`src/sv/bci_pkg.sv`:
```
package bci_pkg;

  // field widths
  localparam int COORD_BITS = 16;
  localparam int VALUE_BITS = 16;

  // derived datapath widths
  localparam int DW = COORD_BITS + 1;   // coordinate difference
  localparam int PW = 2 * DW;           // difference product
  localparam int NW = PW + 1;           // den, na, nb
  localparam int CW = NW + 2;           // nc = den - na - nb
  localparam int MW = VALUE_BITS + CW;  // value times numerator
  localparam int SW = MW + 2;           // sum of three such products
  localparam int QB = VALUE_BITS;       // quotient bits resolved by the divider
  localparam int RW = (SW > NW + QB) ? SW : NW + QB;  // divider compare width

  // item state carried through the divider stages
  typedef struct packed {
    logic          outside;
    logic          degenerate;
    logic          qneg;
    logic          ovf;
    logic [NW-1:0] d;
    logic [RW-1:0] rem;
    logic [QB-1:0] q;
  } bci_div_t;

endpackage

```
`src/sv/bci_div.sv`:
```
module bci_div
  import bci_pkg::*;
(
  input  logic     clk,
  input  logic     rst_n,
  input  logic     adv,
  input  logic     in_vld,
  input  bci_div_t in_st,
  output logic     out_vld,
  output bci_div_t out_st
);

  bci_div_t    st_r   [0:QB];
  bci_div_t    st_nxt [0:QB];
  logic [QB:0] v_r;

  always_ff @(posedge clk) begin
    if (!rst_n) begin
      v_r <= '0;
    end else if (adv) begin
      v_r <= {v_r[QB-1:0], in_vld};
    end
  end

  // overflow check first: quotient would need more than QB bits;
  // then one restoring step per stage, most significant quotient bit first
  always_comb begin
    logic [RW-1:0] dsh;
    st_nxt[0]     = in_st;
    st_nxt[0].ovf = in_st.rem >= (RW'(in_st.d) << QB);
    for (int k = 1; k <= QB; k++) begin
      dsh       = RW'(st_r[k-1].d) << (QB - k);
      st_nxt[k] = st_r[k-1];
      if (st_r[k-1].rem >= dsh) begin
        st_nxt[k].rem        = st_r[k-1].rem - dsh;
        st_nxt[k].q[QB - k]  = 1'b1;
      end
    end
  end

  always_ff @(posedge clk) begin
    if (adv) begin
      for (int k = 0; k <= QB; k++) begin
        st_r[k] <= st_nxt[k];
      end
    end
  end

  assign out_vld = v_r[QB];
  assign out_st  = st_r[QB];

endmodule

```
`config.mk`:
```
export PLATFORM = sky130hd
export DESIGN_NAME = bci_div
export DESIGN_NICKNAME = d
export VERILOG_FILES = /design/src/sv/bci_pkg.sv /design/src/sv/bci_div.sv
export SDC_FILE = /design/constraint.sdc
export NUM_CORES = 2
export LEC_CHECK = 0
export CAP_MARGIN = 20
export CORE_MARGIN = 1
export CORE_UTILIZATION = 66
export CTS_CLUSTER_DIAMETER = 120
export DETAILED_ROUTE_END_ITERATION = 6
export DONT_BUFFER_PORTS = 1
export PLACE_DENSITY = 0.82
export SYNTH_ARGS = -nofsm -noshare
export SYNTH_HDL_FRONTEND = slang
export SYNTH_SLANG_ARGS = --single-unit
```
`constraint.sdc`:
```
create_clock -name clk -period 11.42 [get_ports clk]
set_input_delay 2.855 -clock clk [delete_from_list [all_inputs] [get_ports clk]]
set_output_delay 2.855 -clock clk [all_outputs]
set_load 0.005 [all_outputs]
```
==> summary.txt <==
Run status
  – Outcome: complete, but fails checks
  – Failing checks: design-rule violations

Die
  – Core area: 153900 µm²
  – Die height: 395.6 µm
  – Die area: 156500 µm²
  – Initial Util: 66.45%
  – Io pins: 225
  – Chip width: 395.6 µm
  – Std cell rows: 144

Synth
  – FFs w/ async S/R, synth: 0%
  – Yosys top cell by area: edfxtp_1
  – Synthesis-stage register bit count: 1887
  – Post-synth top cells: 1870 x edfxtp_1, 756 x inv_1, 747 x a21oi_1
  – Synth unique cells: 98
  – Synth top area share: 54.92%
  – Top_reg_cell synth: edfxtp_1
  – Synth warn: 0
  – Mapped Nets: 9861
  – Syn Area/Cell: 11.19 µm²
  – Post-Syn Instances: 9136
  – Cell area after synthesis: 102200 µm²
  – Top-count cell post-synth: edfxtp_1
  – EDFF count, synth: 1870
  – Synth area leaders: edfxtp_1 55%, ha_1 7.3%, a21oi_1 3.7%
  – Post-synthesis sequential area ratio: 55.25%

Finish
  – Synth-to-Final Area Change: 7.762%
  – Share of layout cells above drive strength 1: 6.055%
  – Multi-input logic area: 41150 µm²
  – Core Util, Final: 71.61%
  – Fin nets: 9721
  – Area occupied by registers: 56490 µm²
  – Fillers: 9778
  – Finished Cell Area: 110200 µm²

Clocking
  – Total CTS buffers: 191
  – Clock root buffer: clkbuf_16
  – CTS Buffer Depth: 3
  – Worst-Skew Late Latency: 0.85 ns
  – Post-CTS Setup Inserts: 0
  – H-tree lvl count: 4
  – Reg clk slew, reported paths: 0.06 ns
  – CTS sink count: 1887
  – Gates resized, CTS repair: 0
  – # hold bufs at CTS: 0
  – CTS tree: done

STA
  – Tcrit/Tclk final: 48.60%
  – Slew margin rel.: 21.86%
  – Count of final hold-check violations: 0
  – F_max: 180.2 MHz
  – Min Tclk post-route: 5.550 ns
  – RSZ-0062 raised after global routing: no
  – Tightest Pin Transition: 1.161 ns
  – Fin. max-slew vios: 0
  – Finish-stage setup viols: 0
  – Sum Neg Setup Slack: 0 ns
  – Worst clock skew: 0.07279 ns

Route
  – 1st-pass router iterations: 7
  – Final WL: 254500 µm
  – Starting DRC count in detailed routing: 5449
  – DR WL/cell: 22.73 µm
  – Residual DRC: 1
  – Total number of vias: 71.63k
  – Vias per cell: 6.397
  – ANT nets after route: 0

Power
  – Total power per unit cell area: 254.9 nW/µm²
  – Worst VDD drop: 0.1915 mV
  – Sw Pwr: 10.28 mW
  – Flop pwr share: 37.7%
  – Design Power: 28.08 mW
  – Clock power frac: 23.0%
  – Switch share: 36.60%
  – Leakage: 42.86 nW
  – Int Power: 17.80 mW
  – Comb pwr share: 39.3%

Global routing
  – First-pass GRT wire length: 390200 µm
  – Global Route Usage Sum: 31.83%
  – Antenna violations before repair: 2
  – Gr ovfl total: 0
  – Vias in the first global route: 73.02k
  – Largest net degree at the start of global routing: 184

Place
  – Input/output buffers: 0
  – Placed Area: 103700 µm²
  – Placer Congestion: 0.9957
  – Dpl hpwl: 183000 µm

Min path
  – Hold Crit Class: flip-flop to flip-flop
  – Hold Crit Depth: 0
  – Hold Path Origin: st_r[0][1658]
  – Hold path endpoint: st_r[0][1768]

Critical path
  – Reg-to-Reg Start: st_r[0][64]
  – R2R Setup Slk: 5.87 ns
  – Worst-path maximum fanout: 73
  – Worst EP arrival: 6.10 ns
  – CP endpoint kind: flip-flop
  – Worst Reg-to-Reg Cells: 11
  – WP data required: 11.97 ns
  – CP Launch Type: flip-flop
  – R2r endpoint: st_r[0][178]
  – Crit Path Category: flip-flop to flip-flop

Run
  – Max Cap Viol: 0
## layout by cell type, fill, tap and decap left out, types with 31 or more instances in the layout
cell type / instances
a211oi_1: 58
a21o_1: 348
a21oi_1: 746
a31oi_1: 70
and2_1: 33
and3_1: 63
buf_4: 54
clkbuf_16: 193
clkinv_1: 34
clkinv_2: 34
edfxtp_1: 1870
ha_1: 595
inv_1: 756
mux2_2: 98
nand2_1: 733
nand2b_1: 86
nand3_1: 163
nand4_1: 137
nor2_1: 537
nor2b_1: 72
nor3_1: 165
nor4_1: 91
o211ai_1: 40
o21a_1: 66
o21ai_0: 599
o21bai_1: 93
o31ai_1: 47
or2_2: 32
or3_1: 46
or4_1: 31
xnor2_1: 380
xor2_1: 309
## worst max-delay path, stage by stage, from the launching register on
cell and delay (ns):
edfxtp_1 0.40, ha_1 0.41, and3_1 0.33, nand4_1 0.67
nor4_1 1.19, nand4_1 0.67, nor4b_1 0.37, o41a_2 0.14
buf_4 0.34, nor4_1 0.42, o211ai_1 0.18, xnor2_1 0.16
## state kept, by name, summed over array words and instances (netlist names)
register / count
st_r: 1870
v_r: 17
## layer usage
metal	vias to the layer above	share of wire (%)	GRT usage (%)	wire [µm]
li1	33228	-	-	-
met1	33754	32	29.35	80950
met2	3504	54	61.53	136800
met4	0	9.6	26.43	24500
met5	-	0	0	0
met3	1147	4.8	3.789	12290
## power by group through the flow
stage                     logic [mW]  clock network [mW]  registers (mW)
after floorplan                 8.11                   0            10.3
after global placement          10.3                   0            10.6
after detailed placement        10.7                   0            10.7
after CTS                       10.8                6.51            10.6
after global routing            12.0                6.76            10.7
final                           11.0                6.45            10.6
## worst max path at each step
stage	from	to	slack, ns	cells after the start
after CTS	st_r[0][64]	st_r[0][178]	6.37	11
after global routing	st_r[0][56]	st_r[0][178]	6.02	12
after floorplan	in_st[72]	st_r[0][106]	6.73	12
after detailed placement	adv	st_r[0][1781]	6.04	3
after global placement	adv	st_r[0][1781]	6.13	3
final	st_r[0][64]	st_r[0][178]	5.87	11
## logic make-up after synthesis
kind of cell | count (synthesis) | share of synthesized area [%]
compound gates | 2339 | 14.16
fa+ha+maj | 611 | 7.594
buf+inv | 1156 | 4.670
xor+xnor | 689 | 5.902
mux | 118 | 1.275
simple gates | 2336 | 11.15
flops | 1887 | 55.25
## metrics by stage
| stage | instances | setup slack (ns) | hold WS, ns |
|---|---|---|---|
| floorplan | 9136 | 6.730 | 0.4003 |
| global placement | 10843 | 6.135 | 0.4002 |
| detailed placement | 10845 | 6.037 | 0.4045 |
| CTS | 11192 | 6.371 | 0.4079 |
| global route | 11194 | 6.024 | 0.4125 |
| finish | 11198 | 5.870 | 0.4048 |
## layout make-up
type / instances / area share [%]
sequential: 1887 / 51.27
multi-input combinational: 6093 / 37.35
clock buffer: 222 / 4.518
inverter: 756 / 2.575
tap: 2044 / 2.321
clock inverter: 125 / 1.386
timing repair buffer: 67 / 0.5723
antenna: 4 / 0.009084
Power figures use the tool's default switching activity.
